## config.mk

```make
export PLATFORM = sky130hd
export DESIGN_NAME = gray_mean_saturation_adjust_top_flat
export DESIGN_NICKNAME = d
export VERILOG_FILES = /design/src/design/gmsa_pkg.sv /design/src/design/gmsa_if.sv /design/src/design/gmsa_front.sv /design/src/design/gmsa_queue.sv /design/src/design/gmsa_back.sv /design/src/design/gray_mean_saturation_adjust_top.sv /design/src/flat_wrapper.sv
export SDC_FILE = /design/constraint.sdc
export NUM_CORES = 2
export LEC_CHECK = 0
export BUFFER_PORTS_ARGS = -buffer_cell sky130_fd_sc_hd__buf_2
export CAP_MARGIN = 5
export CORE_MARGIN = 2
export CORE_UTILIZATION = 45
export DETAILED_ROUTE_END_ITERATION = 10
export SETUP_SLACK_MARGIN = 0.3
export SYNTH_ARGS = -nofsm -noshare
export SYNTH_HDL_FRONTEND = slang
export SYNTH_SLANG_ARGS = --single-unit
```

## constraint.sdc

```tcl
create_clock -name clk_i -period 25.4 [get_ports clk_i]
set_input_delay 0 -clock clk_i [delete_from_list [all_inputs] [get_ports clk_i]]
set_output_delay 0 -clock clk_i [all_outputs]
set_load 0.005 [all_outputs]
```

## src/design/gmsa_pkg.sv

```systemverilog
// ---------------------------------------------------------------------------
// gmsa_pkg: shared types and constants of the gray mean saturation adjuster
// Channel widths, configuration register codes, the reciprocal used to divide
// by three and the item carried between the front and back parts.
// ---------------------------------------------------------------------------
`default_nettype none

package gmsa_pkg;

  localparam int unsigned MaxChannels = 4;
  localparam int unsigned ChanW       = 16;
  localparam int unsigned SumW        = ChanW + $clog2(MaxChannels);
  localparam int unsigned CountW      = 3;
  localparam int unsigned GainW       = 16;
  localparam int unsigned CfgIdxW     = 2;
  localparam int unsigned CfgDataW    = 16;
  localparam int unsigned QueueDepth  = 2;

  // floor(x / 3) = (x * Recip3) >> RecipShift for every x below 2**SumW
  localparam int unsigned RecipShift  = 20;
  localparam int unsigned RecipW      = 19;
  localparam logic [RecipW-1:0] Recip3 = 19'd349526;

  // signed lane widths: difference, product, shifted product, unclamped value
  localparam int unsigned DiffW = ChanW + 1;
  localparam int unsigned ProdW = 2 * DiffW;
  localparam int unsigned ValW  = ProdW - 8 + 1;

  typedef logic [ChanW-1:0]  chan_t;
  typedef logic [CountW-1:0] count_t;
  typedef logic [GainW-1:0]  gain_t;

  typedef enum logic [CfgIdxW-1:0] {
    CfgChannelCount   = 2'd0,
    CfgSaturationGain = 2'd1,
    CfgSkipIfClip     = 2'd2
  } cfg_idx_e;

  localparam count_t CountReset = 3'd3;
  localparam gain_t  GainReset  = 16'd256;
  localparam chan_t  FullScale  = 16'hFFFF;

  typedef struct packed {
    count_t count;
    gain_t  gain;
    logic   skip;
  } cfg_t;

  typedef struct packed {
    chan_t [MaxChannels-1:0] chan;
    chan_t                   gray;
    logic  [MaxChannels-1:0] active;
  } item_t;

endpackage

`default_nettype wire

```

## src/design/gmsa_if.sv

```systemverilog
// ---------------------------------------------------------------------------
// gmsa_if: channel interfaces of the gray mean saturation adjuster
// Input beats carry one colour-table entry, output beats one adjusted entry.
// ---------------------------------------------------------------------------
`default_nettype none

interface gmsa_in_if;
  logic             valid;
  logic             ready;
  gmsa_pkg::chan_t  chan0;
  gmsa_pkg::chan_t  chan1;
  gmsa_pkg::chan_t  chan2;
  gmsa_pkg::chan_t  chan3;

  modport source (output valid, output chan0, output chan1, output chan2, output chan3,
                  input ready);
  modport sink   (input valid, input chan0, input chan1, input chan2, input chan3,
                  output ready);
endinterface

interface gmsa_out_if;
  logic             valid;
  logic             ready;
  gmsa_pkg::chan_t  out0;
  gmsa_pkg::chan_t  out1;
  gmsa_pkg::chan_t  out2;
  gmsa_pkg::chan_t  out3;
  logic             skipped;

  modport source (output valid, output out0, output out1, output out2, output out3,
                  output skipped, input ready);
  modport sink   (input valid, input out0, input out1, input out2, input out3,
                  input skipped, output ready);
endinterface

`default_nettype wire

```

## src/design/gmsa_front.sv

```systemverilog
// ---------------------------------------------------------------------------
// gmsa_front: entry intake and gray level
// Accepts entries, marks the active channels, sums them, then divides the
// sum by the channel count to give the gray level pushed to the queue.
// ---------------------------------------------------------------------------
`default_nettype none

module gmsa_front (
  input  wire logic           clk_i,
  input  wire logic           rst_ni,
  gmsa_in_if.sink             in_i,
  input  wire gmsa_pkg::cfg_t cfg_i,
  output gmsa_pkg::item_t     item_o,
  output logic                item_valid_o,
  input  wire logic           item_ready_i
);

  logic                                          a_valid_q, a_valid_d;
  gmsa_pkg::chan_t [gmsa_pkg::MaxChannels-1:0]   a_chan_q;
  logic [gmsa_pkg::MaxChannels-1:0]              a_active_q;
  gmsa_pkg::count_t                              a_n_q;
  logic [gmsa_pkg::SumW-1:0]                     a_sum_q;

  gmsa_pkg::chan_t [gmsa_pkg::MaxChannels-1:0]   in_chan;
  gmsa_pkg::count_t                              n_clamped;
  logic [gmsa_pkg::MaxChannels-1:0]              active;
  logic [gmsa_pkg::SumW-1:0]                     sum;
  logic                                          accept;
  logic                                          push;
  logic [gmsa_pkg::SumW+gmsa_pkg::RecipW-1:0]    prod3;
  gmsa_pkg::chan_t                               gray;

  assign in_chan = {in_i.chan3, in_i.chan2, in_i.chan1, in_i.chan0};

  // saturate the count and mark the active channels
  assign n_clamped = (cfg_i.count > gmsa_pkg::CountW'(gmsa_pkg::MaxChannels)) ?
                     gmsa_pkg::CountW'(gmsa_pkg::MaxChannels) : cfg_i.count;

  always_comb begin
    sum = '0;
    for (int i = 0; i < gmsa_pkg::MaxChannels; i++) begin
      active[i] = (gmsa_pkg::CountW'(i) < n_clamped);
      if (active[i]) begin
        sum = sum + gmsa_pkg::SumW'(in_chan[i]);
      end
    end
  end

  // advance when the stage is empty or its beat moves on to the queue
  assign push        = a_valid_q && item_ready_i;
  assign in_i.ready  = !a_valid_q || item_ready_i;
  assign accept      = in_i.valid && in_i.ready;

  always_comb begin
    a_valid_d = a_valid_q;
    if (accept) begin
      a_valid_d = 1'b1;
    end else if (push) begin
      a_valid_d = 1'b0;
    end
  end

  always_ff @(posedge clk_i or negedge rst_ni) begin
    if (!rst_ni) begin
      a_valid_q <= 1'b0;
    end else begin
      a_valid_q <= a_valid_d;
    end
  end

  always_ff @(posedge clk_i) begin
    if (accept) begin
      a_chan_q   <= in_chan;
      a_active_q <= active;
      a_n_q      <= n_clamped;
      a_sum_q    <= sum;
    end
  end

  // divide the sum by the count, floored
  assign prod3 = a_sum_q * gmsa_pkg::Recip3;

  always_comb begin
    unique case (a_n_q)
      3'd1:    gray = a_sum_q[gmsa_pkg::ChanW-1:0];
      3'd2:    gray = a_sum_q[gmsa_pkg::ChanW:1];
      3'd3:    gray = prod3[gmsa_pkg::RecipShift +: gmsa_pkg::ChanW];
      3'd4:    gray = a_sum_q[gmsa_pkg::ChanW+1:2];
      default: gray = '0;
    endcase
  end

  assign item_o.chan   = a_chan_q;
  assign item_o.gray   = gray;
  assign item_o.active = a_active_q;
  assign item_valid_o  = a_valid_q;

endmodule

`default_nettype wire

```

## src/design/gmsa_queue.sv

```systemverilog
// ---------------------------------------------------------------------------
// gmsa_queue: short item queue
// Decouples the front and back parts so each can stall on its own.
// ---------------------------------------------------------------------------
`default_nettype none

module gmsa_queue (
  input  wire logic        clk_i,
  input  wire logic        rst_ni,
  input  wire gmsa_pkg::item_t push_item_i,
  input  wire logic        push_valid_i,
  output logic             push_ready_o,
  output gmsa_pkg::item_t  pop_item_o,
  output logic             pop_valid_o,
  input  wire logic        pop_ready_i
);

  localparam int unsigned PtrW = $clog2(gmsa_pkg::QueueDepth);
  localparam int unsigned CntW = $clog2(gmsa_pkg::QueueDepth + 1);

  gmsa_pkg::item_t  mem_q [gmsa_pkg::QueueDepth];
  logic [PtrW-1:0]  wr_ptr_q, wr_ptr_d;
  logic [PtrW-1:0]  rd_ptr_q, rd_ptr_d;
  logic [CntW-1:0]  count_q, count_d;
  logic             push;
  logic             pop;

  assign push_ready_o = (count_q != CntW'(gmsa_pkg::QueueDepth));
  assign pop_valid_o  = (count_q != '0);
  assign push         = push_valid_i && push_ready_o;
  assign pop          = pop_valid_o && pop_ready_i;
  assign pop_item_o   = mem_q[rd_ptr_q];

  // advance the pointers, wrapping at the depth
  always_comb begin
    wr_ptr_d = wr_ptr_q;
    rd_ptr_d = rd_ptr_q;
    count_d  = count_q;
    if (push) begin
      wr_ptr_d = (wr_ptr_q == PtrW'(gmsa_pkg::QueueDepth - 1)) ? '0 : wr_ptr_q + 1'b1;
    end
    if (pop) begin
      rd_ptr_d = (rd_ptr_q == PtrW'(gmsa_pkg::QueueDepth - 1)) ? '0 : rd_ptr_q + 1'b1;
    end
    if (push && !pop) begin
      count_d = count_q + 1'b1;
    end else if (pop && !push) begin
      count_d = count_q - 1'b1;
    end
  end

  always_ff @(posedge clk_i or negedge rst_ni) begin
    if (!rst_ni) begin
      wr_ptr_q <= '0;
      rd_ptr_q <= '0;
      count_q  <= '0;
    end else begin
      wr_ptr_q <= wr_ptr_d;
      rd_ptr_q <= rd_ptr_d;
      count_q  <= count_d;
    end
  end

  always_ff @(posedge clk_i) begin
    if (push) begin
      mem_q[wr_ptr_q] <= push_item_i;
    end
  end

endmodule

`default_nettype wire

```

## src/design/gmsa_back.sv

```systemverilog
// ---------------------------------------------------------------------------
// gmsa_back: per-channel scaling about the gray level
// One lane per channel: multiply the offset from gray by the gain, then
// shift, re-centre, clamp, detect clipping and pick the result or the input.
// ---------------------------------------------------------------------------
`default_nettype none

module gmsa_back (
  input  wire logic        clk_i,
  input  wire logic        rst_ni,
  input  wire gmsa_pkg::item_t item_i,
  input  wire logic        item_valid_i,
  output logic             item_ready_o,
  input  wire gmsa_pkg::cfg_t  cfg_i,
  gmsa_out_if.source       out_o
);

  logic                                              p_valid_q, p_valid_d;
  gmsa_pkg::item_t                                   p_item_q;
  logic signed [gmsa_pkg::MaxChannels-1:0][gmsa_pkg::ProdW-1:0] p_prod_q;

  logic                                              o_valid_q, o_valid_d;
  gmsa_pkg::chan_t [gmsa_pkg::MaxChannels-1:0]       o_chan_q, o_chan_d;
  logic                                              o_skipped_q, o_skipped_d;

  logic signed [gmsa_pkg::MaxChannels-1:0][gmsa_pkg::ProdW-1:0] prod;
  logic                                              pop;
  logic                                              o_load;

  // multiply lanes: offset from gray times gain
  always_comb begin
    logic signed [gmsa_pkg::DiffW-1:0] diff;
    logic signed [gmsa_pkg::DiffW-1:0] gain_s;
    gain_s = $signed({1'b0, cfg_i.gain});
    for (int i = 0; i < gmsa_pkg::MaxChannels; i++) begin
      diff    = $signed({1'b0, item_i.chan[i]}) - $signed({1'b0, item_i.gray});
      prod[i] = diff * gain_s;
    end
  end

  // advance the product stage when it is empty or moves on to the output
  assign o_load       = p_valid_q && (!o_valid_q || out_o.ready);
  assign item_ready_o = !p_valid_q || o_load;
  assign pop          = item_valid_i && item_ready_o;

  always_comb begin
    p_valid_d = p_valid_q;
    if (pop) begin
      p_valid_d = 1'b1;
    end else if (o_load) begin
      p_valid_d = 1'b0;
    end
    o_valid_d = o_valid_q;
    if (o_load) begin
      o_valid_d = 1'b1;
    end else if (out_o.ready) begin
      o_valid_d = 1'b0;
    end
  end

  // shift, re-centre, clamp and check for clipping
  always_comb begin
    logic signed [gmsa_pkg::ValW-1:0] val;
    logic                             clip;
    gmsa_pkg::chan_t [gmsa_pkg::MaxChannels-1:0] adj;
    clip = 1'b0;
    for (int i = 0; i < gmsa_pkg::MaxChannels; i++) begin
      // lane select is unsigned, so restore the sign before the floor shift
      val = $signed({{(gmsa_pkg::ValW-gmsa_pkg::ChanW){1'b0}}, p_item_q.gray})
          + gmsa_pkg::ValW'($signed(p_prod_q[i]) >>> 8);
      adj[i] = p_item_q.chan[i];
      if (p_item_q.active[i]) begin
        if (val >= $signed(gmsa_pkg::ValW'(gmsa_pkg::FullScale))) begin
          clip = 1'b1;
        end
        if (val < 0) begin
          adj[i] = '0;
        end else if (val > $signed(gmsa_pkg::ValW'(gmsa_pkg::FullScale))) begin
          adj[i] = gmsa_pkg::FullScale;
        end else begin
          adj[i] = val[gmsa_pkg::ChanW-1:0];
        end
      end
    end
    if (cfg_i.skip && clip) begin
      o_chan_d    = p_item_q.chan;
      o_skipped_d = 1'b1;
    end else begin
      o_chan_d    = adj;
      o_skipped_d = 1'b0;
    end
  end

  always_ff @(posedge clk_i or negedge rst_ni) begin
    if (!rst_ni) begin
      p_valid_q <= 1'b0;
      o_valid_q <= 1'b0;
    end else begin
      p_valid_q <= p_valid_d;
      o_valid_q <= o_valid_d;
    end
  end

  always_ff @(posedge clk_i) begin
    if (pop) begin
      p_item_q <= item_i;
      p_prod_q <= prod;
    end
    if (o_load) begin
      o_chan_q    <= o_chan_d;
      o_skipped_q <= o_skipped_d;
    end
  end

  assign out_o.valid   = o_valid_q;
  assign out_o.out0    = o_chan_q[0];
  assign out_o.out1    = o_chan_q[1];
  assign out_o.out2    = o_chan_q[2];
  assign out_o.out3    = o_chan_q[3];
  assign out_o.skipped = o_skipped_q;

`ifndef NO_ASSERTIONS
  // a skipped entry only appears with skip mode on
  assert property (@(posedge clk_i) disable iff (!rst_ni)
    (o_valid_q && o_skipped_q) |-> cfg_i.skip)
    else $error("gmsa_back: skipped flag without skip mode");

  // a beat taken from the queue lands in the product stage
  assert property (@(posedge clk_i) disable iff (!rst_ni)
    pop |=> p_valid_q)
    else $error("gmsa_back: popped beat lost");

  // a product beat held behind a stalled output is not dropped
  assert property (@(posedge clk_i) disable iff (!rst_ni)
    (p_valid_q && o_valid_q && !out_o.ready) |=> (p_valid_q && o_valid_q))
    else $error("gmsa_back: beat dropped under stall");
`endif

endmodule

`default_nettype wire

```

## src/design/gray_mean_saturation_adjust_top.sv

```systemverilog
// ---------------------------------------------------------------------------
// gray_mean_saturation_adjust_top: saturation scaling about the channel mean
// Configuration registers, the intake front, the item queue and the scaling
// back end.
//
//   channel  dir  payload                         handshake
//   in_i     in   chan0..chan3 (16 b each)        valid / ready
//   out_o    out  out0..out3 (16 b), skipped      valid / ready
//   cfg      in   cfg_idx_i (2 b), cfg_data_i     cfg_we_i, no back-pressure
//
// One entry is accepted per cycle and one result leaves per cycle while
// neither side stalls. Each entry passes the sum register, a queue entry,
// the product register and the output register; the four-lane multiply sets
// the back end's stage. Reset clears all valid state and loads the registers
// with count 3, gain 256 and skip mode off. Either side may stall; the
// two-entry queue and the output register hold beats without loss.
// ---------------------------------------------------------------------------
`default_nettype none

module gray_mean_saturation_adjust_top (
  input  wire logic                            clk_i,
  input  wire logic                            rst_ni,
  gmsa_in_if.sink                              in_i,
  gmsa_out_if.source                           out_o,
  input  wire logic                            cfg_we_i,
  input  wire logic [gmsa_pkg::CfgIdxW-1:0]    cfg_idx_i,
  input  wire logic [gmsa_pkg::CfgDataW-1:0]   cfg_data_i
);

  gmsa_pkg::cfg_t   cfg_q, cfg_d;
  gmsa_pkg::item_t  front_item;
  logic             front_valid;
  logic             front_ready;
  gmsa_pkg::item_t  queue_item;
  logic             queue_valid;
  logic             queue_ready;

  // decode configuration writes
  always_comb begin
    cfg_d = cfg_q;
    if (cfg_we_i) begin
      unique case (gmsa_pkg::cfg_idx_e'(cfg_idx_i))
        gmsa_pkg::CfgChannelCount:   cfg_d.count = cfg_data_i[gmsa_pkg::CountW-1:0];
        gmsa_pkg::CfgSaturationGain: cfg_d.gain  = cfg_data_i[gmsa_pkg::GainW-1:0];
        gmsa_pkg::CfgSkipIfClip:     cfg_d.skip  = cfg_data_i[0];
        default:                     cfg_d       = cfg_q;
      endcase
    end
  end

  always_ff @(posedge clk_i or negedge rst_ni) begin
    if (!rst_ni) begin
      cfg_q.count <= gmsa_pkg::CountReset;
      cfg_q.gain  <= gmsa_pkg::GainReset;
      cfg_q.skip  <= 1'b0;
    end else begin
      cfg_q <= cfg_d;
    end
  end

  gmsa_front u_front (
    .clk_i        (clk_i),
    .rst_ni       (rst_ni),
    .in_i         (in_i),
    .cfg_i        (cfg_q),
    .item_o       (front_item),
    .item_valid_o (front_valid),
    .item_ready_i (front_ready)
  );

  gmsa_queue u_queue (
    .clk_i        (clk_i),
    .rst_ni       (rst_ni),
    .push_item_i  (front_item),
    .push_valid_i (front_valid),
    .push_ready_o (front_ready),
    .pop_item_o   (queue_item),
    .pop_valid_o  (queue_valid),
    .pop_ready_i  (queue_ready)
  );

  gmsa_back u_back (
    .clk_i        (clk_i),
    .rst_ni       (rst_ni),
    .item_i       (queue_item),
    .item_valid_i (queue_valid),
    .item_ready_o (queue_ready),
    .cfg_i        (cfg_q),
    .out_o        (out_o)
  );

endmodule

`default_nettype wire

```

## src/flat_wrapper.sv

```systemverilog
// flat-port wrapper written by rule: the top's interface ports become plain ports
module gray_mean_saturation_adjust_top_flat 
  (clk_i, rst_ni, cfg_we_i, cfg_idx_i, cfg_data_i, in_i_valid, in_i_chan0, in_i_chan1, in_i_chan2, in_i_chan3, in_i_ready, out_o_valid, out_o_out0, out_o_out1, out_o_out2, out_o_out3, out_o_skipped, out_o_ready);
  gmsa_in_if in_i_i ();
  gmsa_out_if out_o_i ();
  input  wire logic clk_i;
  input  wire logic rst_ni;
  input  wire logic cfg_we_i;
  input  wire logic [gmsa_pkg::CfgIdxW-1:0] cfg_idx_i;
  input  wire logic [gmsa_pkg::CfgDataW-1:0] cfg_data_i;
  input wire logic [$bits(in_i_i.valid)-1:0] in_i_valid;
  input wire logic [$bits(in_i_i.chan0)-1:0] in_i_chan0;
  input wire logic [$bits(in_i_i.chan1)-1:0] in_i_chan1;
  input wire logic [$bits(in_i_i.chan2)-1:0] in_i_chan2;
  input wire logic [$bits(in_i_i.chan3)-1:0] in_i_chan3;
  output wire logic [$bits(in_i_i.ready)-1:0] in_i_ready;
  output wire logic [$bits(out_o_i.valid)-1:0] out_o_valid;
  output wire logic [$bits(out_o_i.out0)-1:0] out_o_out0;
  output wire logic [$bits(out_o_i.out1)-1:0] out_o_out1;
  output wire logic [$bits(out_o_i.out2)-1:0] out_o_out2;
  output wire logic [$bits(out_o_i.out3)-1:0] out_o_out3;
  output wire logic [$bits(out_o_i.skipped)-1:0] out_o_skipped;
  input wire logic [$bits(out_o_i.ready)-1:0] out_o_ready;
  assign in_i_i.valid = in_i_valid;
  assign in_i_i.chan0 = in_i_chan0;
  assign in_i_i.chan1 = in_i_chan1;
  assign in_i_i.chan2 = in_i_chan2;
  assign in_i_i.chan3 = in_i_chan3;
  assign in_i_ready = in_i_i.ready;
  assign out_o_valid = out_o_i.valid;
  assign out_o_out0 = out_o_i.out0;
  assign out_o_out1 = out_o_i.out1;
  assign out_o_out2 = out_o_i.out2;
  assign out_o_out3 = out_o_i.out3;
  assign out_o_skipped = out_o_i.skipped;
  assign out_o_i.ready = out_o_ready;
  gray_mean_saturation_adjust_top u_core (.clk_i(clk_i), .rst_ni(rst_ni), .in_i(in_i_i), .out_o(out_o_i), .cfg_we_i(cfg_we_i), .cfg_idx_i(cfg_idx_i), .cfg_data_i(cfg_data_i));
endmodule
```

==> Yosys cells after proc, flatten, opt, wreduce, memory -nomap -nowiden <==
Memory sizes are Yosys's and may differ from the RTL's.
Index checks and enable logic that the tools add are counted.
W data, S select, Z words.
{ "op_classes": {"addsub": 15, "n_mul": 5, "magnitude_cmp": 17, "muxes": 40, "n_eq_ne": 7, "reduce_logical": 24} }
{ "op_table": {"columns": ["cell", "count"], "rows": [
  ["$mux W16", 13],
  ["$mul A17 B17 Y34", 4],
  ["$add A17 B26 Y27", 4],
  ["$ge A27 B17 Y1 const B", 4],
  ["$gt A27 B17 Y1 const B", 4],
  ["$lt A27 B1 Y1 const B", 4],
  ["$sub A16 B16 Y17", 4],
  ["$mux W64", 1],
  ["$pmux W16 S4", 1],
  ["$add A18 B16 Y18", 3],
  ["$mux W18", 3],
  ["$mul A18 B18 Y35 const B", 1],
  ["$mux W1", 19],
  ["$reduce_bool A2 Y1", 5],
  ["$logic_and A1 B1 Y1", 7],
  ["$eq A3 B2 Y1 const B", 2],
  ["$lt A1 B3 Y1 const A", 2],
  ["$lt A2 B3 Y1 const A", 2],
  ["$reduce_and A2 Y1", 3],
  ["$logic_not A1 Y1", 5],
  ["$mux W2", 2],
  ["$eq A3 B1 Y1 const B", 1],
  ["$eq A3 B3 Y1 const B", 1],
  ["$gt A3 B3 Y1 const B", 1],
  ["other kinds (9)", 12]
]} }
{ "word_totals": {"mem_count": 1, "mem_bits_rw": 168, "elab_cells": 140, "out_inout_bits": 67, "register_bits": 401, "inputBits": 87} }
{ "memory_table": {"columns": ["memory", "depth", "width", "rd", "rd_clocked_by_memory_dff", "wr", "line_no", "rtl"], "rows": [
  ["u_core.u_queue.mem_q", 2, 84, 1, 0, 1, "gmsa_queue.sv:21", "gmsa_pkg::item_t mem_q [gmsa_pkg::QueueDepth];"]
]} }

==> Longest topological paths before layout <==
{ "logic_depth": {"word_depth": 12, "mapped_depth": 43, "ltp_nobuf": 39} }

==> By module <==
Synthesis repeated with hierarchy kept, for this count alone.
{ "unflattened": {"hier_cells": 8436, "hier_area_um2": 80852.5} }
{ "by_module_without_submodules": {"columns": ["module", "seq_area_each_um2", "instances", "area_each_um2", "cells_each"], "rows": [
  ["gmsa_back", 7647.3, 1, 62183.4, 6943],
  ["gmsa_front", 2667.6, 1, 11587.4, 1170],
  ["gmsa_queue", 5144.9, 1, 6263.5, 279],
  ["gray_mean_saturation_adjust_top", 504.2, 1, 818.3, 44]
]} }

==> Worst setup path after synthesis <==
OpenSTA, ideal clock, no wires.
{ "synth_path": {"path_kind": "register to register", "start": "reg u_core.u_queue.rd_ptr_q", "end": "reg u_core.u_back.p_prod_q[101] in the netlist's numbering (data pin)", "path_stages_with_launch": 43, "n_path_buf": 4, "setup_time_ns": 0.260, "t_required_ns": 25.140, "synth_period_minus_slack_ns": 10.451, "arrival_time_ns": 10.191, "setup_slack_ns": 14.949, "cell_sequence": "dfrtp_1 clkbuf_1 buf_1 buf_1 mux2i_1 inv_1 fa_1 nor2b_1 o21ai_0 a21boi_0 o21ai_0 a21boi_0 o21ai_0 a21boi_0 o21ai_0 nor2b_1 xnor2_1 clkbuf_1 [7 not listed] inv_1 fa_1 inv_1 fa_1 inv_1 ha_1 o21a_1 and4_1 a211o_1 o2111ai_1 a21oi_1 nor2_1 o21ai_0 or4_1 a31o_2 a21o_1 a21oi_1 xnor2_1"} }
{ "synth_lines": {"columns": ["element", "line_no", "rtl"], "rows": [
  ["start, declared", "gmsa_queue.sv:23", "logic [PtrW-1:0] rd_ptr_q, rd_ptr_d;"],
  ["start signal, assigned", "gmsa_queue.sv:59", "rd_ptr_q <= rd_ptr_d;"],
  ["end signal, assigned", "gmsa_back.sv:107", "p_prod_q <= prod;"],
  ["end, declared", "gmsa_back.sv:20", "logic signed [gmsa_pkg::MaxChannels-1:0][gmsa_pkg::ProdW-1:0] p_prod_q;"]
]} }

==> summary.md <==
| Metric | Value |
|---|---|
| Run status | `finished clean` |
| Gate Count Post-Synth | `7647` |
| Final sum of negative setup slack | `0 ps` |
| Prevailing post-synth register cell | `edfxtp_1` |
| Met3 wire length | `8986 um` |
| Sort of element at the end of the critical path | `register` |
| Synth unique cells | `90` |
| Max Used Layer | `met5` |
| Maximum buffer depth of the clock tree | `3` |
| Chip width | `415.4 um` |
| Wire length after detailed routing | `206000 um` |
| Pin count of the biggest net entering global routing | `91` |
| Clk Latency, worst-skew pair | `720 ps` |
| Effective utilization at floorplan | `0.4543` |
| Die height | `415.4 um` |
| Max-cap viol count | `0` |
| Average instance area after synthesis | `9.958 sq um` |
| Count of port buffers added during placement | `153` |
| Placeable Area | `167600 sq um` |
| Required time at the endpoint of the critical path | `25870 ps` |
| Total grt overflow | `0` |
| Floorplan die area | `172500 sq um` |
| Max incr delay on CP | `990 ps` |
| Sort of element at the start of the critical path | `register` |
| Clock slew seen by the registers of the worst setup and hold paths | `70 ps` |
| Ratio of final minimum period to clock period | `0.4794` |
| Count of flip-flops with a built-in enable after synthesis | `509` |
| Root cell of the clock tree | `clkbuf_16` |
| Number of global-route vias before repair | `56905` |
| First-pass GRT wire length | `325500 um` |
| Met1 Wirelength | `85800 um` |
| Ys async rst share | `0.05037` |
| Leading cell type in the layout, fill and taps excluded | `inv_1` |
| Minimum clock period | `12180 ps` |
| Syn Nets | `9632` |
| Number of synthesized register bits | `536` |
| Number of core rows | `150` |
| Transition time at the pin with the least slew margin | `1126 ps` |
| Final Net Count | `9769` |
| Residual antenna-violating net count after detailed routing | `0` |
| Commonest non-fill, non-tap cells in the layout | `1655 x inv_1, 1229 x fa_1, 713 x nand2_1` |
| Area fraction of the dominant cell type after synthesis | `0.3231` |
| Highest-delay cell along the critical path | `nor3_2` |
| Leading post-synthesis cells by cell area | `fa_1 32%, edfxtp_1 20%, ha_1 11%` |
| Overall via count from detail_route | `53704` |
| Global-route usage over all layers | `0.2442` |
| Max Freq | `0.08213 GHz` |
| Routed length per instance | `20.52 um` |
| Number of ports placed on the die boundary | `154` |
| Sequential fraction of the synthesis area | `0.2096` |
| Number of remaining DRC errors | `0` |
| Post-Synthesis Cell Area | `76150 sq um` |
| Worst hold path type | `input pin to async pin` |
| Most prevalent standard cell on the critical path | `fa_1` |
| Postcts setup bufs | `0` |
| Crit path arrival time | `12640 ps` |
| Post-layout utilization of the core | `0.4931` |
| Number of iterations in the first detailed-routing pass | `5` |
| Clock tree from TritonCTS | `built` |
| Final Hold Fails | `0` |
| Vias per cell | `5.349` |
| Library cell occupying the most area in the post-synthesis netlist | `fa_1` |
| Class of the most critical setup path | `register to register` |
| Met2 routed wirelength | `102300 um` |
| Yosys synthesis warning count | `0` |
| Signed area change from the synthesized netlist to the final layout | `8.520%` |
| Hold WS | `60.02 ps` |
| Detail Placement HPWL | `163300 um` |
| Total clock buffers created by CTS | `66` |
| First DRT Iteration DRCs | `3456` |
| Share of cells above drive strength 1 | `0.07377` |
| Clk sinks | `536` |
| Slew Limit Headroom | `0.2467` |
| Total of endpoints with negative setup slack in the final report | `0` |
| Weighted congestion at the end of routability-driven global placement | `0.9251` |
| Clock Skews | `67.09 ps` |
| Number of antenna violations at the first check in global routing | `2` |
| Final slew viol count | `0` |
| Maximum net fanout on the critical path | `47` |
| Clock H-tree levels | `3` |
| Unrepaired setup endpoints after global routing | `false` |
==> final cells by class <==
class / instances / area (sq um)
diodes: 1 / 2.502
clock buffers: 80 / 1745
clock inverters: 39 / 420.4
fillers: 15503 / 84960
inverters: 1656 / 6223
multi-input cells: 5170 / 52970
flip-flops and latches: 536 / 15990
well taps: 2204 / 2758
repair buffers: 354 / 2530
==> metal layers <==
layer  track usage  vias up
li1              -    24522
met1        0.3120    27539
met2        0.4232     1284
met3       0.02766      357
met4       0.09662        2
met5             0        -
==> final timing paths <==
check,from,end,cells after the start,slack (ps)
worst min-delay path,rst_ni,u_core.cfg_q[5],2,60
worst max register to register,u_core.u_queue.rd_ptr_q,u_core.u_back.p_prod_q[101],37,13220
min in group clk_i,in_i_chan0[6],u_core.u_front.item_o[26],2,60
worst max-delay path,u_core.u_queue.rd_ptr_q,u_core.u_back.p_prod_q[101],37,13220
worst min register to register,u_core.u_front.item_o[21],u_core.u_queue.mem_q[0][21],0,420
max in group asynchronous,rst_ni,u_core.u_queue.rd_ptr_q,2,24470
==> cell usage after synthesis, drive strengths merged (24+ instances only) <==
library cell and n:
o211ai 38, nor2b 134, o21ai 139, a21o 73, nand2 716, and3 56
dfrtp 24, nor2 274, mux2 128, xnor2 163, o21a 53, nand4 42
edfxtp 509, a211oi 29, buf 26, nor4 26, mux2i 28, ha 669
xor2 86, nand2b 51, clkbuf 259, nand3 72, nor3 74, a311oi 33
a21boi 27, and2 474, fa 1229, a21oi 204, inv 1656, or3 27
a31oi 26
==> flip-flops by register name (all words and copies together), names as in the netlist, 2 cells and up <==
name / cells
u_core.cfg_q: 20
u_core.u_back.out_o.out0: 16
u_core.u_back.out_o.out1: 16
u_core.u_back.out_o.out2: 16
u_core.u_back.out_o.out3: 16
u_core.u_back.p_item_q: 84
u_core.u_back.p_prod_q: 104
u_core.u_front.a_active_q: 4
u_core.u_front.a_n_q: 2
u_core.u_front.a_sum_q: 18
u_core.u_front.item_o: 64
u_core.u_queue.count_q: 2
u_core.u_queue.mem_q: 168
==> worst max-delay path: cells and delay by family (launching register included) <==
family,cells,cell delay [ps]
adders and majority gates,8,3630
buffers and inverters,5,890
xor gates and xnor gates,1,80
and+or+nand+nor,6,2120
muxes,1,360
DFF,1,830
AOI/OAI and AO/OA,16,4000
==> kinds of logic (layout without fill, tap and decap cells) <==
logic type | count (synthesis) | in the layout | share of synthesized area
and+or+nand+nor | 2048 | 2048 | 0.1367
muxes | 156 | 156 | 0.02330
buffers and inverters | 1941 | 2129 | 0.09609
AOI/OAI and AO/OA | 819 | 819 | 0.07264
xor gates and xnor gates | 249 | 249 | 0.02864
other | 0 | 1 | 0
adders and majority gates | 1898 | 1898 | 0.4330
DFF | 536 | 536 | 0.2096
==> repair_timing <==
item,4_1_cts,5_1_grt
endpoints found under the hold margin,140,0
resized for setup,0,0
hold buffers,102,0
==> through the flow <==
step | worst slack (ps) | cells | cell area, sq um
2_1_floorplan | 14950 | 7647 | 76150
3_3_place_gp | 13270 | 9817 | 79440
3_5_place_dp | 13120 | 9817 | 79440
4_1_cts | 13190 | 10038 | 82630
5_1_grt | 12450 | 10039 | 82630
6_report | 13220 | 10040 | 82640
Power is left out: the tool's default activity adds up to more than one toggle a clock period on the data nets, which glitch-free logic cannot reach.
